==> src/sv/tbn_pkg.sv <==
package tbn_pkg;

  localparam int COORD_WIDTH = 16;
  localparam int DELTA_W     = COORD_WIDTH + 1;
  localparam int PROD_W      = 2 * DELTA_W;
  localparam int ACC_W       = PROD_W + 2;
  localparam int MAG_W       = ACC_W - 1;
  localparam int NORM_W      = 31;
  localparam int SUMSQ_W     = 64;
  localparam int LEN_W       = 32;
  localparam int OUT_W       = 16;
  localparam int FRAC_BITS   = 14;
  localparam int QUO_W       = 17;
  localparam int NUM_W       = NORM_W + FRAC_BITS + 1;
  localparam int SQRT_STEPS  = 32;
  localparam int MUL_STEPS   = 14;
  localparam logic [QUO_W-1:0] ONE_Q14 = QUO_W'(1 << FRAC_BITS);

  typedef struct packed {
    logic                      compute;
    logic signed [DELTA_W-1:0] du1;
    logic signed [DELTA_W-1:0] dv1;
    logic signed [DELTA_W-1:0] du2;
    logic signed [DELTA_W-1:0] dv2;
    logic signed [DELTA_W-1:0] e1x;
    logic signed [DELTA_W-1:0] e1y;
    logic signed [DELTA_W-1:0] e1z;
    logic signed [DELTA_W-1:0] e2x;
    logic signed [DELTA_W-1:0] e2y;
    logic signed [DELTA_W-1:0] e2z;
  } tbn_cmd_t;

  typedef enum logic [3:0] {
    B_IDLE,
    B_MUL,
    B_ABS,
    B_SHIFT,
    B_SQ,
    B_SQRT,
    B_DIVI,
    B_DIV,
    B_EMIT
  } tbn_back_state_t;

endpackage

==> src/sv/tbn_front.sv <==
module tbn_front
  import tbn_pkg::*;
(
  input  logic                          clk,
  input  logic                          rst,
  input  logic                          accept,
  input  logic signed [COORD_WIDTH-1:0] pos_x,
  input  logic signed [COORD_WIDTH-1:0] pos_y,
  input  logic signed [COORD_WIDTH-1:0] pos_z,
  input  logic signed [COORD_WIDTH-1:0] tex_u,
  input  logic signed [COORD_WIDTH-1:0] tex_v,
  input  logic                          face_end,
  output logic                          push,
  output tbn_cmd_t                      push_cmd
);

  logic [1:0]                    corner_count;
  logic signed [COORD_WIDTH-1:0] p0x, p0y, p0z, t0u, t0v;
  logic signed [COORD_WIDTH-1:0] p1x, p1y, p1z, t1u, t1v;

  function automatic logic signed [DELTA_W-1:0] dlt(logic signed [COORD_WIDTH-1:0] a,
                                                     logic signed [COORD_WIDTH-1:0] b);
    dlt = DELTA_W'(a) - DELTA_W'(b);
  endfunction

  assign push = accept && corner_count[1];

  always_comb begin
    push_cmd.compute = (corner_count == 2'd2);
    push_cmd.du1 = dlt(t1u, t0u);
    push_cmd.dv1 = dlt(t1v, t0v);
    push_cmd.du2 = dlt(tex_u, t0u);
    push_cmd.dv2 = dlt(tex_v, t0v);
    push_cmd.e1x = dlt(p1x, p0x);
    push_cmd.e1y = dlt(p1y, p0y);
    push_cmd.e1z = dlt(p1z, p0z);
    push_cmd.e2x = dlt(pos_x, p0x);
    push_cmd.e2y = dlt(pos_y, p0y);
    push_cmd.e2z = dlt(pos_z, p0z);
  end

  always_ff @(posedge clk) begin
    if (accept && corner_count == 2'd0) begin
      p0x <= pos_x; p0y <= pos_y; p0z <= pos_z; t0u <= tex_u; t0v <= tex_v;
    end
    if (accept && corner_count == 2'd1) begin
      p1x <= pos_x; p1y <= pos_y; p1z <= pos_z; t1u <= tex_u; t1v <= tex_v;
    end
  end

  always_ff @(posedge clk) begin
    if (rst) begin
      corner_count <= 2'd0;
    end else if (accept) begin
      if (face_end) corner_count <= 2'd0;
      else if (corner_count != 2'd3) corner_count <= corner_count + 2'd1;
    end
  end

endmodule

==> config.mk <==
export PLATFORM = sky130hd
export DESIGN_NAME = tbn_front
export DESIGN_NICKNAME = d
export VERILOG_FILES = /design/src/sv/tbn_pkg.sv /design/src/sv/tbn_front.sv
export SDC_FILE = /design/constraint.sdc
export NUM_CORES = 1
export LEC_CHECK = 0
export BUFFER_PORTS_ARGS = -buffer_cell sky130_fd_sc_hd__buf_2
export CAP_MARGIN = 20
export CORE_ASPECT_RATIO = 2
export CORE_MARGIN = 2
export CORE_UTILIZATION = 40
export DETAILED_ROUTE_END_ITERATION = 10
export PLACE_DENSITY_LB_ADDON = 0.1
export REMOVE_ABC_BUFFERS = 1
export SLEW_MARGIN = 40
export SYNTH_ARGS = -nofsm -noshare
export SYNTH_HDL_FRONTEND = slang
export SYNTH_SLANG_ARGS = --single-unit
==> constraint.sdc <==
create_clock -name clk -period 2.8 [get_ports clk]
set_input_delay 0.14 -clock clk [delete_from_list [all_inputs] [get_ports clk]]
set_output_delay 0.14 -clock clk [all_outputs]
set_load 0.05 [all_outputs]
Word level (Yosys, flattened, before mapping)
Cells that the tools add are included.
{ "totals": {"register_bits": 162, "in_bits": 84, "out_inout_bits": 172, "elab_cells": 33} }
{ "op_classes": {"add_sub_neg": 11, "eq_ne": 3, "mux": 2, "n_reduce_logical": 6} }
{ "ops": {"columns": ["op", "n"], "rows": [
  ["$sub 16x16->17", 10],
  ["$mux 2", 2],
  ["$logic_and 1x1->1", 3],
  ["$add 2x1->2 const B", 1],
  ["$eq 2x1->1 const B", 1],
  ["$eq 2x2->1 const B", 1],
  ["$logic_not 2->1", 1],
  ["$ne 2x2->1 const B", 1],
  ["$reduce_and 2->1", 1],
  ["$reduce_bool 2->1", 1]
]} }

Depth between registers and ports, before layout
{ "logic_depth": {"ltp_word": 3, "mapped_depth": 9, "ltp_nobuf": 9} }

Least setup slack after synthesis
Ideal clock, no wire load.
{ "synth_timing": {"path_type": "register to output", "startpoint": "reg p0z[0]", "endpoint": "out push_cmd[10] (netlist name)", "t_arrival_ns": 3.335, "required_ns": 2.660, "setup_slack_ns": -0.675, "stages_incl_launch_ff": 8, "path_buffers": 0, "path_cell_list": "edfxtp_1 -> ha_1 -> fa_1 -> nor2b_1 -> o21ai_1 -> a21oi_1 -> o21ai_1 -> o311ai_0"} }
{ "synth_rtl": {"columns": ["item", "line", "rtl"], "rows": [
  ["start, declared", "tbn_front.sv:18", "logic signed [COORD_WIDTH-1:0] p0x, p0y, p0z, t0u, t0v;"],
  ["start signal, assigned", "tbn_front.sv:44", "p0x <= pos_x; p0y <= pos_y; p0z <= pos_z; t0u <= tex_u; t0v <= tex_v;"],
  ["end, declared", "tbn_front.sv:14", "output tbn_cmd_t push_cmd"]
]} }

==> flow_metrics.py <==
metrics = {
    "sta": {
        "fmax_ghz": 0.331,
        "slew_viol_final": 0,
        "fin_worst_skew_ns": 0.00945,
        "final_hold_viol_count": 0,
        "postLayoutSetupSlackWorst_ns": -0.223,
        "finalCritPeriodShare": 1.08,
        "min_period_ns": 3.02,
        "rsz0062_at_grt": "true",
        "relSlewSlack": 0.663,
        "tightest_slew_ns": 0.505,
        "setup_viol": 34,
    },
    "outcome": {
        "violations": "negative setup slack",
        "status": "complete, but fails checks",
    },
    "placement": {
        "place_ws_ns": -0.0549,
        "place.gp.congestion": 0.907,
        "io_buffers": 255,
        "hpwl_um": 30200,
    },
    "global_routing": {
        "grt_max_degree": 49,
        "antenna_found_initial": 0,
        "grt_overflow_total": 0,
        "track_usage": 0.220,
        "grt_pass1_vias": 12224,
        "grt_pass1_wl_um": 60200,
    },
    "power_and_ir_drop": {
        "p_total_uw": 10500,
        "power_switching_uw": 4410,
        "p_sw_frac": 0.420,
        "seq_power_share": 0.269,
        "pwr-share-clk": 0.234,
        "combPwrFrac": 0.497,
        "p_int_uw": 6100,
        "power.density_nw_per_um2": 549,
        "peakVddDrop_v": 0.000436,
        "leakage_uw": 0.00811,
    },
    "layout": {
        "layout-drive-gt1-share": 0.345,
        "n_fill_cell": 2867,
        "mostFrequentLayoutCells": "161 x buf_2, 160 x edfxtp_1, 138 x inv_1, 120 x ha_1, 116 x buf_4",
        "area_growth_pct": 44.8,
        "antenna_cells": 0,
        "final_common_cell": "buf_2",
        "finalNetCount": 2053,
        "multi_input_area_um2": 9260,
        "seq_area_um2": 4840,
    },
    "route": {
        "drt_pass1_iterations": 4,
        "wl_per_cell_um": 17.7,
        "drt_first_iter_violations": 366,
        "ant_nets": 0,
        "drc_errors": 0,
        "via_per_inst": 5.37,
        "vias": 12020,
        "totalWireLength_um": 39600,
    },
    "clocking": {
        "clockRootBuffer": "clkbuf_16",
        "cts_tree": "yes",
        "cts_buffers": 17,
        "clkTransAtPathRegs_ns": 0.06,
        "cts_buffer_depth": 2,
        "clock_latency_ns": 0.44,
        "ctsHtreeMaxLevel": 4,
        "clkSinkCount": 162,
    },
    "floorplanning": {
        "core_um2": 32700,
        "io_pins": 256,
        "die-width_um": 133,
        "row_count": 94,
        "die_y_um": 261,
        "initial_core_util": 0.405,
        "die_area_um2": 34600,
    },
    "worst_hold_path": {
        "hold_depth": 3,
        "hold_class": "input pin to flip-flop",
    },
    "worst_setup_path": {
        "endpoint_kind": "output pin",
        "critical_path_required_ns": 2.66,
        "critPathKind": "flip-flop to output pin",
        "cpMaxStageDelayCell": "edfxtp_1",
        "crit_chain": "inv_2, buf_6, ha_4, nor2b_4, o31a_1, o31ai_4, o21ai_4, and4_4, a2111o_1, buf_6",
        "r2r_cells": 4,
        "worstPathArrival_ns": 2.88,
        "critPathMaxStageDelay_ns": 0.41,
        "worstSetupPathDepth": 10,
        "crit_top_cell": "buf_6",
        "path_delay_family": "compound AO/OA/AOI/OAI gates",
        "cp.buffers_inverters": 3,
        "cp-start-kind": "flip-flop",
        "path_max_fanout": 4,
    },
    "logic_synthesis": {
        "async_flop_share": 0,
        "synth_edf_count": 160,
        "yosysUniqueCellTypes": 88,
        "synthCells": 1368,
        "netlist_area_um2": 13200,
        "synth_warnings": 0,
        "ys.flop_type": "edfxtp_1",
        "syn_area_per_cell_um2": 9.67,
        "synth-seq-cells": 162,
        "seq_area_frac_synth": 0.366,
    },
    "run": {
        "drv_cap": 0,
    },
}
routing by layer:
| metal | GRT usage | vias to the layer above | routed length (um) |
|---|---|---|---|
| li1 | - | 5914 | - |
| met1 | 0.190 | 5735 | 13000 |
| met2 | 0.464 | 285 | 23300 |
| met3 | 0.0494 | 86 | 1750 |
| met4 | 0.0998 | 0 | 1540 |
| met5 | 0 | - | 0 |
worst register-to-register path, cell delays in order, from the launching register on:
cell     delay [ns]
dfxtp_1        0.34
inv_1          0.11
ha_1           0.15
and2_4         0.29
buf_4          0.40
cell families (layout without fill, tap and decap cells):
| group | after synthesis | in the layout | synth area share |
|---|---|---|---|
| simple gates | 343 | 343 | 0.131 |
| buf+inv | 178 | 618 | 0.0507 |
| flops | 162 | 162 | 0.366 |
| compound gates | 408 | 408 | 0.213 |
| xor+xnor | 97 | 97 | 0.0642 |
| fa+ha+maj | 174 | 174 | 0.170 |
| mux | 6 | 6 | 0.00463 |
synth_stat cells, types with 4 or more instances:
cell type / instances / area share
and3_1: 8 / 0.0038
o21ai_1: 16 / 0.0061
mux2i_1: 5 / 0.0038
o31ai_1: 7 / 0.0040
nand4_1: 18 / 0.0085
nor2b_1: 33 / 0.016
o21ai_0: 53 / 0.020
nand2b_1: 26 / 0.012
or4_1: 4 / 0.0023
o21bai_1: 8 / 0.0045
a21o_1: 30 / 0.017
xor2_1: 30 / 0.020
nand3b_1: 4 / 0.0023
edfxtp_1: 160 / 0.36
o221ai_1: 4 / 0.0026
nor4b_1: 4 / 0.0026
o311ai_1: 5 / 0.0033
a21oi_1: 115 / 0.043
a31oi_1: 18 / 0.0085
and4_1: 4 / 0.0026
o211ai_1: 12 / 0.0068
or2_2: 5 / 0.0024
o22ai_1: 10 / 0.0047
o31a_1: 15 / 0.0099
nand3_1: 17 / 0.0064
xnor2_1: 67 / 0.044
inv_1: 156 / 0.044
a211oi_1: 12 / 0.0068
ha_1: 164 / 0.16
o21a_1: 29 / 0.016
nor3_1: 22 / 0.0083
nand2_1: 79 / 0.022
clkbuf_1: 20 / 0.0057
fa_1: 10 / 0.015
o2111ai_1: 5 / 0.0033
a211o_1: 8 / 0.0053
nor2_1: 93 / 0.026
and2_1: 9 / 0.0043
a221o_1: 4 / 0.0030
final timing paths:
check,from,to,slack (ns)
hold / removal,accept,corner_count[1]$_SDFFE_PP0P_,0.05
setup / recovery,p0y[1]$_DFFE_PP_,push_cmd[81],-0.22
setup reg to reg,corner_count[0]$_SDFFE_PP0P_,p0z[0]$_DFFE_PP_,1.16
hold reg to reg,corner_count[0]$_SDFFE_PP0P_,corner_count[0]$_SDFFE_PP0P_,0.57
what timing repair did:
| action | in CTS | in global routing |
|---|---|---|
| endpoints found under the hold margin | 162 | 0 |
| pin swaps | 99 | 115 |
| setup buffers | 45 | 30 |
| gates resized for setup | 283 | 182 |
| setup endpoints to repair | 90 | 98 |
| cloned | 0 | 0 |
| hold buffers | 81 | 0 |
power groups by stage:
| stage | clock (uW) | sequential [uW] | combinational (uW) |
|---|---|---|---|
| global route | 2620 | 2840 | 5530 |
| global placement | 0 | 2870 | 4290 |
| CTS | 2530 | 2830 | 4920 |
| detailed placement | 0 | 2880 | 4310 |
| finish | 2460 | 2830 | 5230 |
| floorplan | 0 | 2880 | 3240 |
cell type report:
class	instances	area share
Clock buffer	17	0.0222
Clock inverter	15	0.00992
Inverter	156	0.0306
Multi-Input combinational cell	1028	0.483
Sequential cell	162	0.253
Tap cell	432	0.0282
Timing Repair Buffer	430	0.173
stage by stage:
step                       util  setup TNS, ns  cells  hold slack [ns]  area, um2
after global placement    0.465        -0.0832   2059            0.326      15200
after detailed placement  0.465        -0.0822   2059            0.326      15200
final                     0.586          -2.41   2240           0.0489      19200
after CTS                 0.554          -4.48   2215           0.0247      18100
after floorplan               -          -7.71   1346            0.212      13100
after global routing      0.586          -9.08   2240           0.0592      19200
No activity file was read; power rests on OpenSTA's default activity.
