==> src/sv/tbn_pkg.sv <==
package tbn_pkg;

  localparam int COORD_WIDTH = 16;
  localparam int DELTA_W     = COORD_WIDTH + 1;
  localparam int PROD_W      = 2 * DELTA_W;
  localparam int ACC_W       = PROD_W + 2;
  localparam int MAG_W       = ACC_W - 1;
  localparam int NORM_W      = 31;
  localparam int SUMSQ_W     = 64;
  localparam int LEN_W       = 32;
  localparam int OUT_W       = 16;
  localparam int FRAC_BITS   = 14;
  localparam int QUO_W       = 17;
  localparam int NUM_W       = NORM_W + FRAC_BITS + 1;
  localparam int SQRT_STEPS  = 32;
  localparam int MUL_STEPS   = 14;
  localparam logic [QUO_W-1:0] ONE_Q14 = QUO_W'(1 << FRAC_BITS);

  typedef struct packed {
    logic                      compute;
    logic signed [DELTA_W-1:0] du1;
    logic signed [DELTA_W-1:0] dv1;
    logic signed [DELTA_W-1:0] du2;
    logic signed [DELTA_W-1:0] dv2;
    logic signed [DELTA_W-1:0] e1x;
    logic signed [DELTA_W-1:0] e1y;
    logic signed [DELTA_W-1:0] e1z;
    logic signed [DELTA_W-1:0] e2x;
    logic signed [DELTA_W-1:0] e2y;
    logic signed [DELTA_W-1:0] e2z;
  } tbn_cmd_t;

  typedef enum logic [3:0] {
    B_IDLE,
    B_MUL,
    B_ABS,
    B_SHIFT,
    B_SQ,
    B_SQRT,
    B_DIVI,
    B_DIV,
    B_EMIT
  } tbn_back_state_t;

endpackage

==> src/sv/tbn_queue.sv <==
module tbn_queue
  import tbn_pkg::*;
(
  input  logic     clk,
  input  logic     rst,
  input  logic     push,
  input  tbn_cmd_t push_cmd,
  output logic     full,
  input  logic     pop,
  output logic     empty,
  output tbn_cmd_t head
);

  tbn_cmd_t   mem [2];
  logic       wptr;
  logic       rptr;
  logic [1:0] count;

  assign full  = (count == 2'd2);
  assign empty = (count == 2'd0);
  assign head  = mem[rptr];

  always_ff @(posedge clk) begin
    if (push && !full) begin
      mem[wptr] <= push_cmd;
    end
  end

  always_ff @(posedge clk) begin
    if (rst) begin
      wptr  <= 1'b0;
      rptr  <= 1'b0;
      count <= 2'd0;
    end else begin
      if (push && !full) wptr <= ~wptr;
      if (pop && !empty) rptr <= ~rptr;
      count <= count + 2'(push && !full) - 2'(pop && !empty);
    end
  end

endmodule

==> config.mk <==
export PLATFORM = sky130hd
export DESIGN_NAME = tbn_queue
export DESIGN_NICKNAME = d
export VERILOG_FILES = /design/src/sv/tbn_pkg.sv /design/src/sv/tbn_queue.sv
export SDC_FILE = /design/constraint.sdc
export NUM_CORES = 1
export LEC_CHECK = 0
export BUFFER_PORTS_ARGS = -buffer_cell sky130_fd_sc_hd__buf_2
export CORE_AREA = 2 2 161 163
export DETAILED_ROUTE_END_ITERATION = 8
export DIE_AREA = 0 0 163 165
export GPL_ROUTABILITY_DRIVEN = 0
export PLACE_DENSITY = 0.79
export SYNTH_ARGS = -nofsm -noshare
export SYNTH_HDL_FRONTEND = slang
export SYNTH_SLANG_ARGS = --single-unit
==> constraint.sdc <==
create_clock -name clk -period 5.85 [get_ports clk]
set_clock_uncertainty 0.15 [all_clocks]
set_input_delay 0.585 -clock clk [delete_from_list [all_inputs] [get_ports clk]]
set_output_delay 0.585 -clock clk [all_outputs]
set_load 0.005 [all_outputs]
=== Word level (Yosys, flattened, before mapping) ===
Memory sizes are Yosys's and may differ from the RTL's. A register that Yosys moved wholly into a read port is not among the register bits.
Index checks and enable logic that the tools add are counted.

* Logic and storage cells: 18
* Register bits: 4
* Input port bits: 175
* Output and inout port bits: 173
* Memories kept: 1
* Bits in writable memories: 342

* Add/sub/neg operators: 2
* Equal/unequal tests: 1
* Bitwise logic cells: 2
* Mux-type cells: 4
* Reduce and logical (&&, ||, !) cells: 5

{| class="wikitable"
|+ Memories
! name !! words !! width !! rd ports !! clocked after memory_dff !! wr ports !! RTL line !! text
|-
| mem || 2 || 171 || 1 || 1 || 1 || tbn_queue.sv:14 || <nowiki>tbn_cmd_t mem [2];</nowiki>
|}

{| class="wikitable"
|+ Operators with widths
! operator !! count
|-
| two-way mux 1 bit || 4
|-
| adder 2 x 1 -> 2 bit || 1
|-
| equality test 2 bit (second input constant) || 1
|-
| logical AND 1 bit || 2
|-
| logical NOT 1 bit || 2
|-
| logical NOT 2 bit || 1
|-
| inverter 1 bit || 2
|-
| subtractor 2 x 1 -> 2 bit || 1
|}

=== Longest topological paths before layout ===
Gate-level depths: netlist of the first run.

* Depth after elaboration: 5
* Depth in mapped cells: 8
* Depth with buffers taken out: 8

=== Least setup slack after synthesis of the first run ===
No wires, ideal clock.

* Kind: input-to-reg
* Start: input push
* End: memory mem[1][0] (netlist name), enable pin
* Buffers on the path: 0
* Data required time: 5.147 ns
* Arrival: 4.551 ns
* Setup time: 0.553 ns
* Stages: 1
* Setup slack: 0.597 ns
* Path through: and3_1

* Word-level cells in the longest chain between the ends: 3

{| class="wikitable"
|+ RTL lines
! item !! RTL line !! text
|-
| start, declared || tbn_queue.sv:6 || <nowiki>input logic push,</nowiki>
|-
| logical AND 1 bit || tbn_queue.sv:24 || <nowiki>if (push && !full) begin</nowiki>
|-
| two-way mux 1 bit || tbn_queue.sv:24 ||
|-
| two-way mux 1 bit (implied by the code) || tbn_queue.sv:25 || <nowiki>mem[wptr] <= push_cmd;</nowiki>
|-
| end, declared || tbn_queue.sv:14 ||
|}

Every way passes these cells.

==> impl_metrics.py, run 1 <==
metrics = {
    "cts": {
        "clk_path_buf_depth": 3,
        "cts_sinks": 347,
        "postCtsHoldBufs": 0,
        "tritoncts": "built",
        "numCtsBuffers": 36,
        "cts_max_level": 2,
        "clk_pin_slew_worst_paths_ps": 60,
        "root_buffer": "clkbuf_16",
        "cts_resized": 0,
        "postCtsSetupBuffers": 0,
        "clk_latency_ps": 500,
    },
    "timing": {
        "whs_ps": 115,
        "finalCritPeriodShare_pct": 54.5,
        "max_slew_margin_pct": 27.0,
        "period_needed_ps": 3190,
        "worst_pin_slew_ps": 1090,
        "slew_viol_final": 0,
        "fmax_mhz": 314,
        "setup_viol": 0,
        "tns_ps": 0,
        "hold_violations": 0,
        "grt_setup_unrepaired": "no",
    },
    "grt": {
        "grt_pass1_vias": 6640,
        "antenna_found_initial": 6,
        "overflow": 0,
        "grt_pass1_wl_um": 35800,
        "grt_start_max_net_pins": 172,
        "track_usage_pct": 17.5,
    },
    "drt": {
        "dr.pass1.iters": 4,
        "drt-total-wl_um": 24700,
        "vias_per_cell": 5.04,
        "avgRoutedWirePerCell_um": 19.2,
        "drtAntennaViolNets": 0,
        "vias": 6498,
        "initialDrtViolationCount": 461,
        "drc_errors": 0,
    },
    "pwr": {
        "power_leakage_uw": 0.00621,
        "power_density_nw_per_um2": 446,
        "vdd_drop_max_uv": 394,
        "net-switching-power_uw": 1800,
        "intPower_uw": 5410,
        "swShare_pct": 25.0,
        "seqPwrFrac_pct": 45.8,
        "pwr-share-clk_pct": 30.4,
        "pwr-share-comb_pct": 23.7,
    },
    "die": {
        "start_util_pct": 51.6,
        "num_rows": 58,
        "coreArea_sq_um": 25000,
        "num_io_pins": 348,
        "die_x_um": 163,
        "die_y_um": 165,
        "dieArea_sq_um": 26900,
    },
    "final_layout": {
        "nets": 1106,
        "syn_to_final_growth_pct": 25.0,
        "final_cell_mix": "347 x buf_2, 342 x edfxtp_1, 90 x mux2_4",
        "drive_gt1_share_pct": 60.7,
        "stdcell_count": 1289,
        "final_common_cell": "buf_2",
    },
    "setup_path": {
        "worst-endpoint-required_ps": 5120,
        "slowest_delay_ps": 730,
        "end_kind": "output port",
        "critPathKind": "reg2out",
        "path_delay_family": "flip-flops",
        "crit_slowest_cell": "dfxtp_4",
        "r2r_start": "count[0]$_SDFF_PP0_",
        "startpoint_type": "flop",
        "crit_chain": "buf_12, mux2_2, buf_2",
        "critPathArrivalTime_ps": 2450,
        "path_max_fanout": 98,
        "cp_num_buf_inv": 2,
    },
    "synthesis": {
        "synth.distinct_cells": 21,
        "syn-cell-area_sq_um": 12900,
        "yosysSeqAreaShare_pct": 80.2,
        "yosys_warnings": 0,
        "synth_seq_cells": 347,
        "synth_fp_nets": 736,
        "syn-instance-count": 559,
        "syn_area_per_cell_sq_um": 23.1,
    },
    "placement": {
        "port_buffers": 347,
        "dp_hpwl_um": 16300,
        "post-place-cells": 1221,
    },
    "flow_run": {
        "max_cap_violations": 0,
    },
    "worst_hold_path": {
        "min_from": "push_cmd[31]",
        "hold_class": "in2reg",
    },
    "outcome": {
        "outcome": "finished clean",
    },
}
==> flip-flops by register name (all words and copies together), names as in the netlist, named ones only <==
name / cells
mem: 342
count: 2
rptr: 1
wptr: 1
==> cells in the mapped netlist (all sizes together) <==
master	n	area [sq um]
dfxtp	5	100
o21ai	1	5.00
nor2	4	15.0
mux2	171	2260
or3	1	6.26
and3	1	6.26
nand2	1	3.75
and2	1	6.26
xnor2	1	8.76
nand2b	1	8.76
edfxtp	342	10300
ha	2	25.0
buf	19	164
xor2	1	8.76
o21a	1	7.51
inv	4	15.0
nor2b	1	6.26
a21oi	1	5.00
nor3	1	5.00
==> layer usage <==
metal | share of wire [%] | wire (um) | vias to the layer above | global-route usage [%]
li1 | - | - | 2967 | -
met1 | 37 | 9130 | 3182 | 20.3
met2 | 51 | 12500 | 293 | 30.2
met3 | 9.8 | 2430 | 52 | 6.20
met4 | 2.6 | 637 | 4 | 6.52
met5 | 0.085 | 21 | - | 0
==> cells by family (layout without fill, tap and decap cells) <==
group | after synthesis | after routing | share of synthesized area [%]
flops | 347 | 347 | 80.2
buf+inv | 23 | 417 | 1.38
compound gates | 3 | 3 | 0.135
fa+ha+maj | 2 | 2 | 0.194
xor+xnor | 2 | 2 | 0.135
other cells | 0 | 6 | 0
mux | 171 | 171 | 17.5
simple gates | 11 | 11 | 0.445
==> final cells by class <==
type                            instances  area, sq um
Sequential cell                       347        10400
Fill cell                            1707         8880
Multi-Input combinational cell        189         2390
Timing Repair Buffer                  351         1800
Clock buffer                           44          972
Tap cell                              330          413
Clock inverter                         18          173
Inverter                                4         20.0
Antenna cell                            6         15.0
==> final timing paths <==
kind | to | slack (ps) | cells past startpoint
hold / removal | mem[0][31]$_DFFE_PP_ | 120 | 1
setup / recovery | head[170] | 2660 | 3
hold reg to reg | wptr$_SDFFE_PP0P_ | 360 | 2
setup reg to reg | mem[0][117]$_DFFE_PP_ | 3150 | 5
==> per-stage QoR <==
step / setup slack, ps / utilization (%) / power, uW / instance area, sq um
global placement: 2990 / 59.9 / 5040 / 15000
CTS: 2610 / 64.5 / 7290 / 16100
finish: 2660 / 64.5 / 7200 / 16200
global route: 2500 / 64.5 / 7510 / 16200
floorplan: 597 / - / 4470 / 12900
detailed placement: 2960 / 59.9 / 5090 / 15000
==> power by group through the flow <==
stage          Clock (uW)  Sequential, uW  Combinational [uW]
3_5_place_dp            0            3360                1730
5_1_grt              2330            3340                1850
4_1_cts              2240            3310                1740
2_1_floorplan           0            3340                1130
3_3_place_gp            0            3330                1710
6_report             2190            3300                1710
No activity file was read; power rests on OpenSTA's default activity.
==> inputs of run 2 (changes only) <==
--- a/config.mk
+++ b/config.mk
@@ -5,12 +5,13 @@
 export SDC_FILE = /design/constraint.sdc
 export NUM_CORES = 1
 export LEC_CHECK = 0
+export ABC_AREA = 1
 export BUFFER_PORTS_ARGS = -buffer_cell sky130_fd_sc_hd__buf_2
 export CORE_AREA = 2 2 161 163
 export DETAILED_ROUTE_END_ITERATION = 8
 export DIE_AREA = 0 0 163 165
 export GPL_ROUTABILITY_DRIVEN = 0
-export PLACE_DENSITY = 0.79
+export PLACE_DENSITY = 0.8
 export SYNTH_ARGS = -nofsm -noshare
 export SYNTH_HDL_FRONTEND = slang
 export SYNTH_SLANG_ARGS = --single-unit
==> constraint.sdc (replaced) <==
create_clock -name clk -period 3.3 [get_ports clk]
set_clock_uncertainty 0.15 [all_clocks]
set_input_delay 0.33 -clock clk [delete_from_list [all_inputs] [get_ports clk]]
set_output_delay 0.33 -clock clk [all_outputs]
set_load 0.005 [all_outputs]
==> run 2 against run 1 <==
  * Sequential power increased by 76%
  * Via count up 13%
  * Area after synthesis grew 0.15%
  * Largest cell class unchanged
  * Highest routed layer is now met4
==> impl_metrics.py, run 2 <==
metrics = {
    "outcome": {
        "outcome": "finished clean",
    },
    "final_layout": {
        "largest_reg_flops": 342,
        "final_area_sq_um": 18000,
        "final_cell_mix": "347 x buf_2, 342 x edfxtp_1, 174 x dlygate4sd3_1",
        "nets": 1298,
        "top_register": "mem",
        "final_common_cell": "buf_2",
        "fin_util_pct": 71.9,
        "drive_gt1_share_pct": 51.0,
        "syn_to_final_growth_pct": 39.0,
        "layout_top_registers": "mem: 342 flops, count: 2 flops",
    },
    "setup_path": {
        "critPathKind": "reg2out",
        "startpoint_type": "flop",
        "rrSetupSlack_ps": 1240,
        "r2r_start": "count[0]$_SDFF_PP0_",
        "worst_r2r_endpoint": "mem[0][153]$_DFFE_PP_",
        "worst-endpoint-required_ps": 2820,
        "reg2reg_depth": 5,
        "path_max_fanout": 47,
        "critPathArrivalTime_ps": 2180,
        "end_kind": "output port",
    },
    "drt": {
        "dr.pass1.iters": 4,
        "vias": 7373,
        "drt-total-wl_um": 29000,
        "drc_errors": 0,
        "vias_per_cell": 4.99,
        "avgRoutedWirePerCell_um": 19.7,
        "drtAntennaViolNets": 0,
        "initialDrtViolationCount": 463,
    },
    "timing": {
        "finalCritPeriodShare_pct": 80.5,
        "hold_violations": 0,
        "max_slew_margin_pct": 53.3,
        "grt_setup_unrepaired": "no",
        "slew_viol_final": 0,
        "period_needed_ps": 2660,
        "worst_pin_slew_ps": 699,
        "fmax_mhz": 376,
        "whs_ps": 380,
        "setup_viol": 0,
    },
    "synthesis": {
        "synth_area_leaders": "edfxtp_1 79%, mux2_4 10%, mux2_2 7.0%, buf_6 0.96%, dfxtp_1 0.77%",
        "synth_seq_cells": 347,
        "async_flop_share_pct": 0,
        "synthTopCellsByCount": "342 x edfxtp_1, 90 x mux2_4, 81 x mux2_2, 11 x buf_6, 10 x inv_1",
        "synth_edf_count": 342,
        "syn-cell-area_sq_um": 12900,
        "yosysTopAreaCell": "edfxtp_1",
        "syn_area_per_cell_sq_um": 22.7,
        "yosysSeqAreaShare_pct": 80.1,
        "syn-instance-count": 571,
        "synth_fp_nets": 748,
        "synth.most_common_cell": "edfxtp_1",
        "synth_top_area_share_pct": 79.3,
        "ys.flop_type": "edfxtp_1",
        "yosys_warnings": 0,
        "synth.distinct_cells": 12,
    },
    "cts": {
        "tritoncts": "built",
        "postCtsSetupBuffers": 0,
        "cts_max_level": 2,
        "numCtsBuffers": 35,
        "clk_path_buf_depth": 3,
        "clk_pin_slew_worst_paths_ps": 60,
        "clk_latency_ps": 500,
        "root_buffer": "clkbuf_16",
        "cts_sinks": 347,
    },
    "grt": {
        "grt_pass1_vias": 7981,
        "antenna_found_initial": 4,
        "grt_start_max_net_pins": 70,
        "grt_pass1_wl_um": 42700,
        "track_usage_pct": 20.9,
        "overflow": 0,
    },
    "pwr": {
        "power_density_nw_per_um2": 702,
        "net-switching-power_uw": 3180,
        "seqPwrFrac_pct": 46.0,
        "power_leakage_uw": 0.00700,
        "vdd_drop_max_uv": 514,
        "intPower_uw": 9450,
        "power_uw": 12600,
        "pwr-share-clk_pct": 30.3,
        "pwr-share-comb_pct": 23.6,
        "swShare_pct": 25.2,
    },
    "worst_hold_path": {
        "hold_class": "reg2reg",
        "holdPathStages": 2,
        "min_from": "rptr$_SDFFE_PP0P_",
        "whs_endpoint": "rptr$_SDFFE_PP0P_",
    },
    "die": {
        "num_rows": 58,
        "num_io_pins": 348,
        "coreArea_sq_um": 25000,
        "die_y_um": 165,
        "die_x_um": 163,
        "start_util_pct": 51.7,
        "dieArea_sq_um": 26900,
    },
    "placement": {
        "post_dp_cell_area_sq_um": 15100,
        "port_buffers": 347,
        "dp_hpwl_um": 17000,
    },
    "flow_run": {
        "max_cap_violations": 0,
    },
}
run 2: through the flow:
step | TNS (ps) | instances | setup WS [ps]
final | 0 | 1478 | 642
after floorplan | -103970 | 571 | -311
after global routing | 0 | 1478 | 557
after global placement | 0 | 1240 | 1180
after detailed placement | 0 | 1240 | 1160
after CTS | 0 | 1474 | 616
run 2: cell type report:
type / count / area [sq um]
flip-flops and latches: 347 / 10400
fillers: 1460 / 7030
repair buffers: 532 / 3660
multi-input cells: 195 / 2400
clock buffers: 41 / 941
well taps: 330 / 413
clock inverters: 19 / 163
inverters: 10 / 41.3
diodes: 4 / 10.0
run 2: routing by layer:
metal / vias to the layer above / track usage (%) / share of wire (%)
met1: 3600 / 23.2 / 36
met5: - / 0 / 0
li1: 3366 / - / -
met3: 72 / 5.55 / 7.4
met4: 0 / 8.73 / 3.4
met2: 335 / 38.0 / 53
run 2: critical path, cell delays in order, from the launching register on:
cell and delay (ps):
dfxtp_4 710, buf_12 380, mux2_2 400, buf_2 130
run 2: cell families after synthesis:
family | Yosys count | share of synthesized area [%]
buffers and inverters | 29 | 1.56
adder cells (fa/ha/maj) | 2 | 0.193
AO/OA/AOI/OAI | 2 | 0.0773
AND/OR/NAND/NOR | 20 | 0.609
flip-flops | 347 | 80.1
multiplexers | 171 | 17.5
run 2: how the worst max path moves through the flow:
stage / from / endpoint / slack, ps / cells past startpoint
finish: flop / head[63] / 640 / 3
detailed placement: flop / head[64] / 1160 / 3
global route: flop / head[33] / 560 / 3
floorplan: count[0]$_SDFF_PP0_ / mem[0][0]$_DFFE_PP_ / -310 / 4
CTS: flop / head[64] / 620 / 3
global placement: flop / head[64] / 1180 / 3
run 2: what timing repair did:
item | 4_1_cts | 5_1_grt
hold buffers | 174 | 0
hold endpoints to repair | 347 | 0
gates resized for setup | 0 | 0
run 2: power groups by stage:
stage / Clock, uW / Sequential, uW / Combinational [uW]
after CTS: 3870 / 5810 / 2980
after global placement: 0 / 5850 / 2760
final: 3830 / 5820 / 2980
after floorplan: 0 / 5840 / 1740
after global routing: 4080 / 5870 / 3200
after detailed placement: 0 / 5900 / 2800
